--- src/hdl/mspt_pkg.sv ---
package mspt_pkg;

  localparam int STATUS_W = 2;
  localparam int SLOT_W   = 2;
  localparam int MASK_W   = 4;
  localparam int COUNT_W  = 32;

  localparam logic [STATUS_W-1:0] ST_OK         = 2'd0;
  localparam logic [STATUS_W-1:0] ST_ZERO_COUNT = 2'd1;
  localparam logic [STATUS_W-1:0] ST_NO_SLOT    = 2'd2;

  localparam logic CMD_ADD  = 1'b0;
  localparam logic CMD_TICK = 1'b1;

  // request broadcast to every cell
  typedef struct packed {
    logic add;   // add request with nonzero count
    logic tick;  // tick request
  } cell_cmd_t;

  // per-cell report
  typedef struct packed {
    logic busy;
    logic taken;
    logic expired;
    logic freed;
  } cell_stat_t;

endpackage

--- src/hdl/multi_slot_periodic_timer_core.sv ---
// A request accepted at a clock edge has its result registered on the out_ ports
//   at that edge; it stays until taken.
// Throughput: one request per cycle; in_ready stays high while the result
//   register is empty or being drained. The lowest-free-slot search ripples
//   through the row of slot cells within that cycle.
// Reset (rst_n low, synchronous): all slots freed, both counts zeroed, no result pending.
module multi_slot_periodic_timer_core
  import mspt_pkg::*;
#(
  parameter int SLOTS = 4
)
(
  input  logic                clk,
  input  logic                rst_n,

  input  logic                in_valid,
  output logic                in_ready,
  input  logic                in_command,
  input  logic [COUNT_W-1:0]  in_count,
  input  logic [MASK_W-1:0]   in_stop_mask,

  output logic                out_valid,
  input  logic                out_ready,
  output logic [STATUS_W-1:0] out_status,
  output logic [SLOT_W-1:0]   out_slot,
  output logic [MASK_W-1:0]   out_expired_mask,
  output logic [MASK_W-1:0]   out_freed_mask
);

  // Slots at index 4 and up have no stop bit and no place in the 4-bit masks.
  localparam int VIS = (SLOTS < MASK_W) ? SLOTS : MASK_W;

  logic                fire;
  logic                count_zero;
  cell_cmd_t           cmd;
  logic [SLOTS:0]      claim;      // ripple: some lower slot is free
  cell_stat_t          stat [SLOTS];
  logic [SLOTS-1:0]    busy;

  logic                out_valid_r;
  logic [STATUS_W-1:0] status_r, status_nxt;
  logic [SLOT_W-1:0]   slot_r, slot_nxt;
  logic [MASK_W-1:0]   expired_r, expired_nxt;
  logic [MASK_W-1:0]   freed_r, freed_nxt;

  // Output register decouples the sides: a new request enters while the
  // current result is being taken.
  assign in_ready   = !out_valid_r || out_ready;
  assign fire       = in_valid && in_ready;
  assign count_zero = (in_count == '0);

  // A zero-count add never reaches the cells, so state stays untouched.
  assign cmd.add  = fire && (in_command == CMD_ADD) && !count_zero;
  assign cmd.tick = fire && (in_command == CMD_TICK);

  assign claim[0] = 1'b0;

  // Row of slot cells; the free-slot claim is handed from cell to cell.
  for (genvar i = 0; i < SLOTS; i++) begin : g_cell
    logic stop_bit;
    if (i < MASK_W) begin : g_stop
      assign stop_bit = in_stop_mask[i];
    end else begin : g_nostop
      assign stop_bit = 1'b0;
    end

    mspt_cell u_cell (
      .clk       (clk),
      .rst_n     (rst_n),
      .cmd       (cmd),
      .count     (in_count),
      .stop      (stop_bit),
      .claim_in  (claim[i]),
      .claim_out (claim[i+1]),
      .stat      (stat[i])
    );

    assign busy[i] = stat[i].busy;
  end

  // Result assembly.
  always_comb begin
    status_nxt  = ST_OK;
    slot_nxt    = '0;
    expired_nxt = '0;
    freed_nxt   = '0;
    if (in_command == CMD_ADD) begin
      if (count_zero) begin
        status_nxt = ST_ZERO_COUNT;
      end else if (!claim[SLOTS]) begin
        status_nxt = ST_NO_SLOT;
      end else begin
        // taken is one-hot; slot number is reported modulo 4
        for (int i = 0; i < SLOTS; i++) begin
          if (stat[i].taken) begin
            slot_nxt = slot_nxt | SLOT_W'(i);
          end
        end
      end
    end else begin
      for (int i = 0; i < VIS; i++) begin
        expired_nxt[i] = stat[i].expired;
        freed_nxt[i]   = stat[i].freed;
      end
    end
  end

  always_ff @(posedge clk) begin
    if (!rst_n) begin
      out_valid_r <= 1'b0;
    end else if (fire) begin
      out_valid_r <= 1'b1;
    end else if (out_ready) begin
      out_valid_r <= 1'b0;
    end
  end

  always_ff @(posedge clk) begin
    if (fire) begin
      status_r  <= status_nxt;
      slot_r    <= slot_nxt;
      expired_r <= expired_nxt;
      freed_r   <= freed_nxt;
    end
  end

  assign out_valid        = out_valid_r;
  assign out_status       = status_r;
  assign out_slot         = slot_r;
  assign out_expired_mask = expired_r;
  assign out_freed_mask   = freed_r;

  // A freed slot must also be reported as expired.
  a_freed_in_expired: assert property (@(posedge clk) disable iff (!rst_n)
    out_valid_r |-> ((freed_r & ~expired_r) == '0))
    else $error("freed slot not marked expired");

  // Rejected add carries no slot and no masks.
  a_reject_clean: assert property (@(posedge clk) disable iff (!rst_n)
    (out_valid_r && status_r != ST_OK) |->
      (slot_r == '0 && expired_r == '0 && freed_r == '0))
    else $error("rejected add has nonzero fields");

  // No-slot rejection only when every slot is busy (state unchanged by it).
  a_no_slot_full: assert property (@(posedge clk) disable iff (!rst_n)
    (fire && in_command == CMD_ADD && !count_zero && !claim[SLOTS]) |=>
      (&busy && status_r == ST_NO_SLOT))
    else $error("no-slot reject with a free slot");

  // An accepted add with a free slot makes that slot busy.
  a_add_claims: assert property (@(posedge clk) disable iff (!rst_n)
    cmd.add && claim[SLOTS] |=> (out_valid_r && status_r == ST_OK &&
      $countones(busy) == $countones($past(busy)) + 1))
    else $error("add did not claim exactly one slot");

endmodule

--- src/hdl/mspt_cell.sv ---
module mspt_cell
  import mspt_pkg::*;
(
  input  logic               clk,
  input  logic               rst_n,
  input  cell_cmd_t          cmd,
  input  logic [COUNT_W-1:0] count,
  input  logic               stop,
  input  logic               claim_in,   // a lower slot already free
  output logic               claim_out,
  output cell_stat_t         stat
);

  logic [COUNT_W-1:0] reload_r, reload_nxt;
  logic [COUNT_W-1:0] current_r, current_nxt;
  logic [COUNT_W-1:0] dec;
  logic               free;
  logic               hit;
  logic               take;

  assign free      = (reload_r == '0);
  assign dec       = current_r - COUNT_W'(1);
  assign hit       = !free && (dec == '0);
  assign take      = cmd.add && free && !claim_in;
  assign claim_out = claim_in || free;

  always_comb begin
    reload_nxt  = reload_r;
    current_nxt = current_r;
    if (take) begin
      reload_nxt  = count;
      current_nxt = count;
    end else if (cmd.tick && !free) begin
      if (hit) begin
        if (stop) begin
          reload_nxt  = '0;
          current_nxt = '0;
        end else begin
          current_nxt = reload_r;
        end
      end else begin
        current_nxt = dec;
      end
    end
  end

  always_ff @(posedge clk) begin
    if (!rst_n) begin
      reload_r  <= '0;
      current_r <= '0;
    end else begin
      reload_r  <= reload_nxt;
      current_r <= current_nxt;
    end
  end

  assign stat.busy    = !free;
  assign stat.taken   = take;
  assign stat.expired = cmd.tick && hit;
  assign stat.freed   = cmd.tick && hit && stop;

endmodule
--- config.mk ---
export PLATFORM = sky130hd
export DESIGN_NAME = multi_slot_periodic_timer_core
export DESIGN_NICKNAME = d
export VERILOG_FILES = /design/src/hdl/mspt_pkg.sv /design/src/hdl/multi_slot_periodic_timer_core.sv /design/src/hdl/mspt_cell.sv
export SDC_FILE = /design/constraint.sdc
export NUM_CORES = 1
export LEC_CHECK = 0
export BUFFER_PORTS_ARGS = -buffer_cell sky130_fd_sc_hd__clkbuf_2
export CORE_MARGIN = 2
export CORE_UTILIZATION = 60
export CTS_BUF_LIST = sky130_fd_sc_hd__clkbuf_16
export DETAILED_ROUTE_END_ITERATION = 8
export PLACE_DENSITY_LB_ADDON = 0.08
export SETUP_SLACK_MARGIN = 0.2
export SLEW_MARGIN = 20
export SYNTH_ARGS = -nofsm -noshare
export SYNTH_HDL_FRONTEND = slang
export SYNTH_SLANG_ARGS = --single-unit
export TNS_END_PERCENT = 5
--- constraint.sdc ---
create_clock -name clk -period 4.3 [get_ports clk]
set_input_delay 0.215 -clock clk [delete_from_list [all_inputs] [get_ports clk]]
set_output_delay 0.215 -clock clk [all_outputs]
set_load 0.05 [all_outputs]
# After elaboration in Yosys (flattened, before gate mapping)
# Cells that the tools add are included.
# totals
ff_bits,269
out_inout_bits,14
elab_cells,118
# classes
n_addsub,4
n_mux,35
bitwise_logic,2
reduce_logical,63
# ops
operator,n
$mux W32,28
$logic_not A32 Y1,9
$sub A32 B1 Y32 const B,4
$logic_and A1 B1 Y1,27
$reduce_bool A2 Y1,9
$logic_not A1 Y1,8
$reduce_and A2 Y1,4
$mux W2,3
$logic_or A1 B1 Y1,4
$mux W1,4
$reduce_or A3 Y1,1
$not A1 Y1,2
$reduce_or A2 Y1,1

# Logic depth before layout (Yosys ltp)
# Gate-level depths: netlist (run 1).
# logic_depth
ltp_word,10
mapped_depth,13
ltp_nobuf,10

# Cells and area by module
# Synthesis (run 1) repeated with hierarchy kept, for this count alone.
# unflattened
hier_cells,1886
area_unflattened_um2,15342.2
# by_module_without_submodules
module,instances,cells_per_inst,area_each_um2,seq_area_each_um2
mspt_cell at g_cell[1].u_cell ...,3,481,3744.8,1281.2
mspt_cell at g_cell[0].u_cell,1,397,3519.6,1281.2
multi_slot_periodic_timer_core,1,46,588.1,380.4

# Worst setup path after synthesis (run 1)
# Ideal clock, no wire load.
# synth_path
kind,reg-to-reg
from,register g_cell[1].u_cell.current_r[0]
to,register g_cell[1].u_cell.current_r[25]
setup_time_ns,0.067
arrival_ns,3.294
required_ns,4.233
slack_ns,0.939
path_stages_with_launch,14
cell_sequence,dfxtp_1 > inv_1 > ha_1 > clkbuf_2 > or4b_4 > nor3_4 > nand2_2 > a221oi_2 > nand4_1 > or4_4 > or4_1 > buf_2 > buf_6 > o21ai_2
# synth_via
elab_chain_cells,6
# synth_rtl
item,line,source
"start, declared",mspt_cell.sv:15,"logic [COUNT_W-1:0] current_r, current_nxt;"
"start signal, assigned",mspt_cell.sv:53,current_r <= current_nxt;
$sub A32 B1 Y32 *,mspt_cell.sv:22,assign dec = current_r - COUNT_W'(1);
$logic_not A32 Y1,mspt_cell.sv:23,assign hit = !free && (dec == '0);
$logic_and A1 B1 Y1,mspt_cell.sv:23,
$mux W32 *,mspt_cell.sv:34,if (hit) begin
$mux W32 *,mspt_cell.sv:33,end else if (cmd.tick && !free) begin
$mux W32 *,mspt_cell.sv:30,if (take) begin
# Every way passes the cells marked *; elsewhere a longest branch is shown, timed or not. The select of a mux whose other input is x is not followed.
# A chain may end at the register's enable or synchronous reset.

# Final worst setup path (run 1)
# layout_path
from,register g_cell[3].u_cell.current_r[0]
to,register g_cell[3].u_cell.reload_r[1]
# layout_via
elab_chain_cells,5
# layout_rtl
item,line,source
"start, declared",mspt_cell.sv:15,
"start signal, assigned",mspt_cell.sv:53,
$sub A32 B1 Y32,mspt_cell.sv:22,
$logic_not A32 Y1,mspt_cell.sv:23,
$logic_and A1 B1 Y1,mspt_cell.sv:23,
$reduce_bool A2 Y1 (no source line),-,
$reduce_and A2 Y1 (no source line),-,
"end signal, assigned",mspt_cell.sv:52,reload_r <= reload_nxt;
"end, declared",mspt_cell.sv:14,"logic [COUNT_W-1:0] reload_r, reload_nxt;"
# Every way passes these cells.

==> out/qor.csv, run 1 <==
stage,metric,value,unit
worst_setup_path,cp-start-kind,flip-flop,
grt,track_usage,0.392,
worst_setup_path,cp_max_fo,24,
layout,final_common_cell,dfxtp_1,
cts,cts_buffers,29,
placement,dp_hpwl,35100,um
timing,min_period,3.86,ns
die,initial_core_util,0.609,
worst_setup_path,crit_path_end_kind,flip-flop,
synth,syn_inst,1892,
worst_setup_path,path_buf_inv,1,
layout,layout_common_cells,"257 x dfxtp_1, 192 x nand2_1, 143 x nor2_1",
layout,num_antenna_cells,0,
route,drt_iter0_markers,2147,
die,dieArea,0.0267,mm2
die,io_pins,55,
timing,setup-violations-final,0,
timing,rsz0062_at_grt,false,
worst_setup_path,worst_path_most_repeated_cell,or4_1,
grt,grt_overflow,0,
worst_setup_path,crit_required,4.76,ns
route,via_per_inst,7.19,
die,die_w,163,um
placement,portBuffers,54,
timing,finalHoldViolations,0,
route,first_pass_iters,6,
cts,htreeDepth,1,
layout,final_nets,1902,
timing,final-max-slew-violation-count,0,
die,num_rows,58,
timing,worstMarginPinSlew,0.993,ns
synth,synth-seq-area-share,0.361,
layout,fill_cells,2153,
synth,async_flop_share,0,
job,maxCapViolCount,0,
cts,path_clk_slew,0.06,ns
timing,skew,0.0182,ns
synth,synth_top_area_frac,0.337,
timing,final.period_utilization,0.898,
placement,place_congestion,0.991,
worst_setup_path,crit_slowest_cell,or4_1,
grt,grt_max_degree,84,
route,post_drt_wl_per_cell,24.2,um
synth,yosys.area.top_type,dfxtp_1,
cts,clk_latency,0.57,ns
route,drt_wl_total,53300,um
min_path,hold_class,in2reg,
worst_setup_path,max_stage_delay,0.70,ns
worst_setup_path,crit_type,reg2reg,
worst_setup_path,crit_family,simple AND/OR/NAND/NOR gates,
synth,yosysWarnings,0,
synth,synth_nets,1941,
synth,synth_area_per_cell,8.06,um2
layout,syn_to_final_growth,8.77,%
grt,antenna_found_initial,0,
synth,ys_ff_latch,269,
grt,grt_pass1_wl,82400,um
die,die_h,163,um
worst_setup_path,cp.arrival,4.32,ns
timing,fmax,259,MHz
timing,finalSetupTns,0,ns
timing,maxSlewHeadroom,0.337,
cts,cts_num_sinks,269,
cts,cts_buffer_depth,3,
layout,drive_gt1_frac,0.115,
cts,cts_tree,yes,
worst_setup_path,crit_chain,or4_1 > or4_1 > nor3_2 > xor2_1 > nor4_2 > and4_1 > a31oi_2 > buf_4 > a22o_1,
synth,ys.flop_type,dfxtp_1,
route,vias,15855,
synth,netlist_area,0.0152,mm2
run_status,status,completed,
synth,synth_edf_count,12,
route,drc,0,
cts,cts_root_buffer,clkbuf_16,
route,ant_nets,0,
grt,grt_pass1_vias,14388,
synth,netlist-cell-type-count,88,
die,core,0.0250,mm2
synth,synthTopCellsByArea,"dfxtp_1 34%, a22o_1 5.3%, nand2_1 4.7%",
repair_timing:
action / in CTS / in global routing
resized for setup: 0 / 1
hold buffers: 2 / 0
endpoints found under the hold margin: 2 / 0
setup endpoints to repair: 0 / 5
buffers inserted: 0 / 0
final timing paths:
kind	slack [ns]	to	from	cells past startpoint
worst max-delay path	0.44	g_cell[3].u_cell.reload_r[1]$_SDFFE_PN0P_	g_cell[3].u_cell.current_r[0]$_SDFFE_PN0P_	9
worst min-delay path	0.05	out_freed_mask[0]$_SDFFCE_PN0P_	in_stop_mask[0]	2
worst max register to register	0.44	g_cell[3].u_cell.reload_r[1]$_SDFFE_PN0P_	g_cell[3].u_cell.current_r[0]$_SDFFE_PN0P_	9
worst min register to register	0.48	g_cell[0].u_cell.current_r[27]$_SDFFE_PN0P_	g_cell[0].u_cell.reload_r[27]$_SDFFE_PN0P_	1
sequential cells by signal, indices dropped and copies added (netlist names):
name	count
g_cell.u_cell.current_r	128
g_cell.u_cell.reload_r	128
out_expired_mask	4
out_freed_mask	4
out_slot	2
out_status	2
out_valid	1
stage by stage:
step | instances | setup slack [ns] | util | hold WS [ns] | cell area (um2)
6_report | 2206 | 0.439 | 0.662 | 0.0488 | 16600
5_1_grt | 2206 | 0.209 | 0.662 | 0.0513 | 16600
4_1_cts | 2206 | 0.383 | 0.662 | 0.0403 | 16600
3_5_place_dp | 2150 | 0.409 | 0.625 | 0.466 | 15600
3_3_place_gp | 2150 | 0.420 | 0.625 | 0.452 | 15600
2_1_floorplan | 1892 | 0.939 | - | 0.312 | 15200
layer usage:
layer | routed length [um] | vias to the layer above | global-route usage
met5 | 0 | - | 0
li1 | - | 7216 | -
met2 | 23300 | 955 | 0.607
met4 | 2770 | 0 | 0.190
met3 | 5830 | 177 | 0.0731
met1 | 21400 | 7507 | 0.526
cells in the mapped netlist (9+ instances only):
master,number
a211oi_1,9
a21o_1,29
a21oi_1,90
a221oi_1,17
a222oi_1,25
a22o_1,93
a22oi_1,15
a32o_1,33
a32oi_1,12
and3_1,10
and4_1,10
buf_2,22
clkbuf_1,141
dfxtp_1,257
edfxtp_1,12
inv_1,33
nand2_1,192
nand3_1,88
nand4_1,30
nor2_1,147
nor2b_1,9
nor3_1,73
nor4_1,75
nor4b_1,15
o211ai_1,49
o21ai_0,114
o22ai_1,26
o22ai_2,16
o2bb2ai_1,9
o311ai_0,16
or3_1,22
or4_1,21
xnor2_1,20
xor2_1,14
cells by family after synthesis:
logic type      synth area share
simple gates               0.255
compound gates             0.298
flops                      0.361
buf+inv                   0.0551
xor+xnor                  0.0195
fa+ha+maj                0.00656
mux                      0.00484
layout make-up:
type,instances,area [um2],area share
repair buffers,105,661,0.0398
clock buffers,29,726,0.0438
well taps,330,413,0.0249
multi-input cells,1415,8960,0.541
flip-flops and latches,269,5510,0.332
inverters,33,125,0.00754
clock inverters,25,191,0.0115
Power of run 1 is not shown: default switching activity piles up to over one toggle a cycle in this logic, so the estimate is an artifact.
==> run 2: changes to the inputs <==
--- a/config.mk
+++ b/config.mk
@@ -7,8 +7,9 @@
 export LEC_CHECK = 0
 export BUFFER_PORTS_ARGS = -buffer_cell sky130_fd_sc_hd__clkbuf_2
 export CORE_MARGIN = 2
-export CORE_UTILIZATION = 60
+export CORE_UTILIZATION = 45
 export CTS_BUF_LIST = sky130_fd_sc_hd__clkbuf_16
+export CTS_CLUSTER_SIZE = 24
 export DETAILED_ROUTE_END_ITERATION = 8
 export PLACE_DENSITY_LB_ADDON = 0.08
 export SETUP_SLACK_MARGIN = 0.2
==> run 2 against run 1 <==
  * Clock-buffer cell count grew 1
  * Sequential cell count stayed put
  * Global-route usage fell by 7.2 points
  * Setup slack improved by 0.032 ns
  * Via count fell by 0.88%
  * Final cell count rose by 7.1%
  * Worst hold slack improved by 0.070 ns
  * Register-to-register slack improved by 0.03 ns
  * Critical path depth stayed put
  * Die area up 32%
  * Critical path type unchanged
==> out/qor.csv, run 2 (same netlist as run 1, synthesis figures left out) <==
stage,metric,value,unit,change
run_status,status,completed,,
route,ant_nets,0,,unchanged
timing,setup-violations-final,0,,unchanged
grt,grt_pass1_wl,89200,um,+8.3%
grt,gr-usage-met1,0.440,,-0.0859
grt,met3_usage,0.0481,,-0.0250
min_path,hold_class,in2reg,,
timing,final.period_utilization,0.890,,-0.00744
timing,fmax,261,MHz,+0.84%
grt,grt-busiest-layer,met2,,
layout,stdcell_area,0.0171,mm2,+2.8%
timing,finalSetupTns,0,ns,unchanged
worst_setup_path,cp.arrival,4.31,ns,about the same
placement,place_congestion,0.931,,-6.1%
worst_setup_path,cp-start-kind,flip-flop,,
die,io_pins,55,,unchanged
cts,clk_latency,0.59,ns,+0.02 ns
layout,final_common_cell,dfxtp_1,,
layout,syn_to_final_growth,11.8,%,
route,first_pass_iters,8,,+2
route,drt_iter0_markers,1428,,-33%
timing,rsz0062_at_grt,false,,
route,via_per_inst,6.65,,-7.4%
timing,final-max-slew-violation-count,0,,unchanged
layout,drive_gt1_frac,0.129,,+0.0139
cts,path_clk_slew,0.06,ns,about the same
worst_setup_path,crit_path_end_kind,flip-flop,,
cts,cts_tree,yes,,
cts,cts_buffer_depth,3,,unchanged
grt,antenna_found_initial,1,,+1
placement,portBuffers,54,,unchanged
timing,maxSlewHeadroom,0.278,,-0.0587
worst_setup_path,cp_max_fo,17,,-29%
route,drt_wl_total,57400,um,+7.6%
die,core,0.0334,mm2,+34%
worst_setup_path,crit_required,4.78,ns,+0.02 ns
placement,dp_hpwl,38900,um,+11%
die,die_h,188,um,+15%
grt,use_met2,0.492,,-0.115
route,post_drt_wl_per_cell,24.3,um,+0.51%
timing,worstMarginPinSlew,1.08,ns,+0.0880 ns
timing,skew,0.0203,ns,+0.00212 ns
timing,finalHoldViolations,0,,unchanged
grt,grt_max_degree,171,,+100%
placement,placed_cell_area,0.0161,mm2,+2.8%
grt,grt_pass1_vias,14824,,+3.0%
job,maxCapViolCount,0,,unchanged
route,drc,0,,unchanged
worst_setup_path,crit_type,reg2reg,,
cts,cts_num_sinks,269,,unchanged
layout,num_antenna_cells,0,,unchanged
layout,finalNonFillerCells,2362,,+7.1%
cts,cts_root_buffer,clkbuf_16,,
route,vias,15715,,-0.88%
layout,final_nets,1939,,+1.9%
die,num_rows,67,,+16%
placement,dp_cells,2302,,+7.1%
cts,htreeDepth,1,,unchanged
timing,min_period,3.83,ns,-0.0320 ns
layout,reg.largest.list,"g_cell.u_cell.current_r x128, g_cell.u_cell.reload_r x128",,
die,die_w,188,um,+15%
die,initial_core_util,0.456,,-0.153
cts,cts_buffers,30,,+3.4%
die,dieArea,0.0354,mm2,+32%
grt,track_usage,0.320,,-0.0719
grt,grt_overflow,0,,unchanged
layout,layout_common_cells,"257 x dfxtp_1, 192 x nand2_1, 143 x nor2_1",,
==> run 2: cell type report <==
| type | instances | area [um2] |
|---|---|---|
| Clock inverter | 26 | 174 |
| Sequential cell | 269 | 5510 |
| Timing Repair Buffer | 141 | 961 |
| Fill cell | 3241 | 16400 |
| Tap cell | 448 | 561 |
| Clock buffer | 30 | 751 |
| Multi-Input combinational cell | 1415 | 8980 |
| Inverter | 33 | 125 |
==> run 2: per-layer routing <==
| metal | vias to the layer above | routed length (um) | share of wire |
|---|---|---|---|
| li1 | 7274 | - | - |
| met5 | - | 14 | 0.00024 |
| met4 | 2 | 3010 | 0.052 |
| met2 | 654 | 24700 | 0.43 |
| met1 | 7650 | 25400 | 0.44 |
| met3 | 135 | 4330 | 0.075 |
==> run 2: path summary, 6_finish.rpt <==
| path | to | startpoint | slack, ns | cells past startpoint |
|---|---|---|---|---|
| min reg2reg | g_cell[1].u_cell.reload_r[0]$_SDFFE_PN0P_ | g_cell[1].u_cell.reload_r[0]$_SDFFE_PN0P_ | 0.47 | 2 |
| min | g_cell[2].u_cell.reload_r[27]$_SDFFE_PN0P_ | in_count[27] | 0.12 | 3 |
| max | g_cell[3].u_cell.reload_r[24]$_SDFFE_PN0P_ | g_cell[3].u_cell.current_r[0]$_SDFFE_PN0P_ | 0.47 | 9 |
| max reg2reg | g_cell[3].u_cell.reload_r[24]$_SDFFE_PN0P_ | g_cell[3].u_cell.current_r[0]$_SDFFE_PN0P_ | 0.47 | 9 |
==> run 2: timing repair <==
item                                    in CTS  in global routing
gates resized for setup                      0                  2
hold buffers                                 4                  0
setup buffers                                0                  0
endpoints found under the setup margin       0                 16
hold endpoints to repair                     4                  0
==> run 2: stage by stage <==
stage / setup slack, ns / util / hold slack, ns
2_1_floorplan: 0.939 / - / 0.312
3_3_place_gp: 0.354 / 0.480 / 0.451
3_5_place_dp: 0.362 / 0.481 / 0.456
4_1_cts: 0.346 / 0.510 / 0.0635
5_1_grt: 0.240 / 0.510 / 0.112
6_report: 0.471 / 0.510 / 0.119
==> run 2: worst max-delay path, stage by stage, from the launching register on <==
cell	delay (ns)
dfxtp_1	0.37
or4_1	0.69
or4_1	0.58
nor3_2	0.32
xor2_1	0.11
nor4_1	0.44
and4_2	0.41
a31oi_4	0.24
buf_4	0.30
a22o_1	0.25
Power of run 2 is left out for the same reason.
==> run 3: changes to the inputs <==
--- a/config.mk
+++ b/config.mk
@@ -5,6 +5,7 @@
 export SDC_FILE = /design/constraint.sdc
 export NUM_CORES = 1
 export LEC_CHECK = 0
+export ABC_AREA = 1
 export BUFFER_PORTS_ARGS = -buffer_cell sky130_fd_sc_hd__clkbuf_2
 export CORE_MARGIN = 2
 export CORE_UTILIZATION = 45
==> run 3 against run 2 <==
  * Routed wire length rose by 34%
  * First-iteration DRC count rose by 59%
  * Sequential share of layout area fell by 6.9 points
  * Clock-buffer cell count rose by 7
  * Area after synthesis rose by 30%
  * Critical path depth rose by 7
  * Global-route usage rose by 0.70 points
  * Setup slack improved by 0.54 ns
  * Worst hold slack got worse by 0.098 ns
  * Non-clock buffer count fell by 32
  * Synthesized cell count rose by 86%
  * Core utilization fell by 0.90 points
==> out/qor.csv, run 3 <==
stage,metric,value,unit,change
cts,cts_buffer_depth,3,,unchanged
grt,grt_overflow,0,,unchanged
die,io_pins,55,,unchanged
timing,rsz0062_at_grt,false,,
route,first_pass_iters,8,,unchanged
synth,synth_top_area_frac,0.259,,-0.0780
job,maxCapViolCount,0,,unchanged
die,core,0.0433,mm2,+29%
placement,dp_slack,1.06,ns,+0.699 ns
route,met1_length,33700,um,+33%
cts,post_cts_buffers,0,,unchanged
route,via_per_inst,5.55,,-17%
worst_setup_path,ff2ff_setup_slack,1.01,ns,+0.54 ns
layout,drive_gt1_frac,0.0694,,-0.0597
synth,synth_most_common_cell,nand2_1,,
synth,async_flop_share,0,,unchanged
layout,ff_latch_area,0.00551,mm2,unchanged
worst_setup_path,cp_max_fo,31,,+14
cts,cts_tree,yes,,
die,die_h,214,um,+14%
synth,synth-seq-area-share,0.278,,-0.0835
timing,finalSetupTns,0,ns,unchanged
placement,portBuffers,54,,unchanged
grt,grt_pass1_wl,120000,um,+34%
layout,multi_input_area,0.0116,mm2,+30%
synth,synthTopCellsByArea,"dfxtp_1 26%, nand2_1 17%, nor2_1 11%",,
layout,fill_cells,4699,,+45%
route,wl_met3,6070,um,+40%
timing,maxSlewHeadroom,0.268,,-0.0109
layout,fin_util,0.501,,-0.00898
synth,synth_nets,3563,,+84%
die,num_rows,76,,+13%
synth,syn_inst,3514,,+86%
timing,fmax,304,MHz,+17%
layout,reg.largest.list,"g_cell.u_cell.current_r x128, g_cell.u_cell.reload_r x128",,
placement,place_congestion,1.01,,+8.6%
grt,grt_max_degree,110,,-36%
layout,final_nets,3547,,+83%
cts,cts_buffers,35,,+17%
cts,cts_resized,0,,unchanged
min_path,min_from,in_count[13],,
grt,grt_pass1_vias,21091,,+42%
die,initial_core_util,0.458,,+0.00257
die,dieArea,0.0458,mm2,+29%
worst_setup_path,crit_type,reg2reg,,
timing,worstMarginPinSlew,1.09,ns,+0.0108 ns
route,drt_iter0_markers,2271,,+59%
synth,synth_common_cells,"910 x nand2_1, 588 x nor2_1, 512 x inv_1",,
timing,setup-violations-final,0,,unchanged
layout,final_common_cell,nand2_1,,
cts,cts_root_buffer,clkbuf_16,,
synth,yosys.area.top_type,dfxtp_1,,
synth,yosysWarnings,0,,unchanged
min_path,min_to,g_cell[0].u_cell.reload_r[13]$_SDFFE_PN0P_,,
synth,synth_area_per_cell,5.64,um2,-30%
timing,skew,0.0146,ns,-0.00572 ns
timing,min_period,3.29,ns,-0.543 ns
timing,postLayoutSetupSlackWorst,1.01,ns,+0.543 ns
worst_setup_path,r2r_start,g_cell[0].u_cell.current_r[0]$_SDFFE_PN0P_,,
min_path,hold_class,in2reg,,
worst_setup_path,crit_path_end_kind,flip-flop,,
route,drc,0,,unchanged
cts,cts_num_sinks,269,,unchanged
route,highest_layer,met4,,
route,drt_wl_total,76900,um,+34%
synth,netlist-cell-type-count,39,,-56%
route,ant_nets,0,,unchanged
route,post_drt_wl_per_cell,18.7,um,-23%
cts,path_clk_slew,0.06,ns,about the same
worst_setup_path,crit_required,4.77,ns,about the same
worst_setup_path,rr_worst_depth,16,,+7
route,dr_wl_met2,33400,um,+35%
grt,antenna_found_initial,3,,+2
cts,htreeDepth,2,,+1
cts,clk_latency,0.56,ns,-0.03 ns
run_status,status,completed,,
timing,finalHoldViolations,0,,unchanged
placement,dp_hpwl,54900,um,+41%
min_path,hold_depth,5,,+2
worst_setup_path,cp.arrival,3.76,ns,-0.55 ns
grt,track_usage,0.327,,+0.00698
route,vias,22767,,+45%
timing,final.period_utilization,0.764,,-0.126
synth,synth_edf_count,12,,unchanged
die,die_w,214,um,+14%
synth,ys.flop_type,dfxtp_1,,
cts,holdBufCountCts,5,,+1
synth,ys_ff_latch,269,,unchanged
worst_setup_path,cp-start-kind,flip-flop,,
layout,syn_to_final_growth,9.25,%,
worst_setup_path,rr_endpoint,g_cell[0].u_cell.current_r[13]$_SDFFE_PN0P_,,
timing,final-max-slew-violation-count,0,,unchanged
synth,netlist_area,0.0198,mm2,+30%
layout,layout_common_cells,"907 x nand2_1, 584 x nor2_1, 522 x inv_1",,
## run 3: worst max-delay path by stage
stage | slack (ns) | cells past startpoint | end | start
global placement | 1.09 | 13 | g_cell[0].u_cell.current_r[23]$_SDFFE_PN0P_ | g_cell[0].u_cell.current_r[5]$_SDFFE_PN0P_
floorplan | 1.66 | 12 | g_cell[2].u_cell.reload_r[11]$_SDFFE_PN0P_ | out_valid$_SDFFE_PN0P_
CTS | 1.04 | 16 | g_cell[0].u_cell.current_r[11]$_SDFFE_PN0P_ | g_cell[0].u_cell.current_r[0]$_SDFFE_PN0P_
global route | 0.70 | 16 | g_cell[0].u_cell.current_r[17]$_SDFFE_PN0P_ | g_cell[0].u_cell.current_r[0]$_SDFFE_PN0P_
detailed placement | 1.06 | 16 | g_cell[0].u_cell.current_r[4]$_SDFFE_PN0P_ | g_cell[0].u_cell.current_r[0]$_SDFFE_PN0P_
finish | 1.01 | 16 | g_cell[0].u_cell.current_r[13]$_SDFFE_PN0P_ | g_cell[0].u_cell.current_r[0]$_SDFFE_PN0P_
## run 3: metrics by stage
stage	instance area, um2	std cells	hold WS (ns)
floorplan	19800	3514	0.398
global placement	20500	4041	0.484
detailed placement	20500	4041	0.489
CTS	21700	4102	0.00158
global route	21700	4102	0.0619
finish	21700	4103	0.0209
## run 3: final cells by class
cell class                 instances  area share
inverter                         531      0.0922
timing repair buffer             109      0.0334
clock inverter                    19     0.00693
sequential                       269       0.254
multi-input combinational       2552       0.537
tap                              585      0.0338
clock buffer                      37      0.0427
antenna                            1    0.000115
## run 3: worst max-delay path, stage by stage, from the launching register on
cell and delay (ns):
dfxtp_1 0.33, inv_1 0.14, ha_1 0.27, nand2_2 0.14, nor2_2 0.28, nand2_1 0.09
nand2_1 0.06, nand2_1 0.10, nor2_1 0.12, nand2_1 0.06, nor2_1 0.09, nand2_1 0.09
nor2_4 0.41, nand2_2 0.56, nand2_1 0.19, nand3_1 0.09, a21oi_1 0.17
## run 3: cell families (layout without fill, tap and decap cells)
group / Yosys count / count (layout) / synth area share
compound gates: 423 / 423 / 0.112
xor+xnor: 28 / 28 / 0.0124
fa+ha+maj: 8 / 8 / 0.00505
buf+inv: 693 / 696 / 0.138
flops: 269 / 269 / 0.278
other cells: 0 / 1 / 0
simple gates: 2093 / 2093 / 0.455
## run 3: layer usage
metal / track usage / vias up
met5: 0 / -
met4: 0.158 / 0
met3: 0.0463 / 164
met2: 0.506 / 906
met1: 0.447 / 10558
li1: - / 11139
Power of run 3 is left out for the same reason.
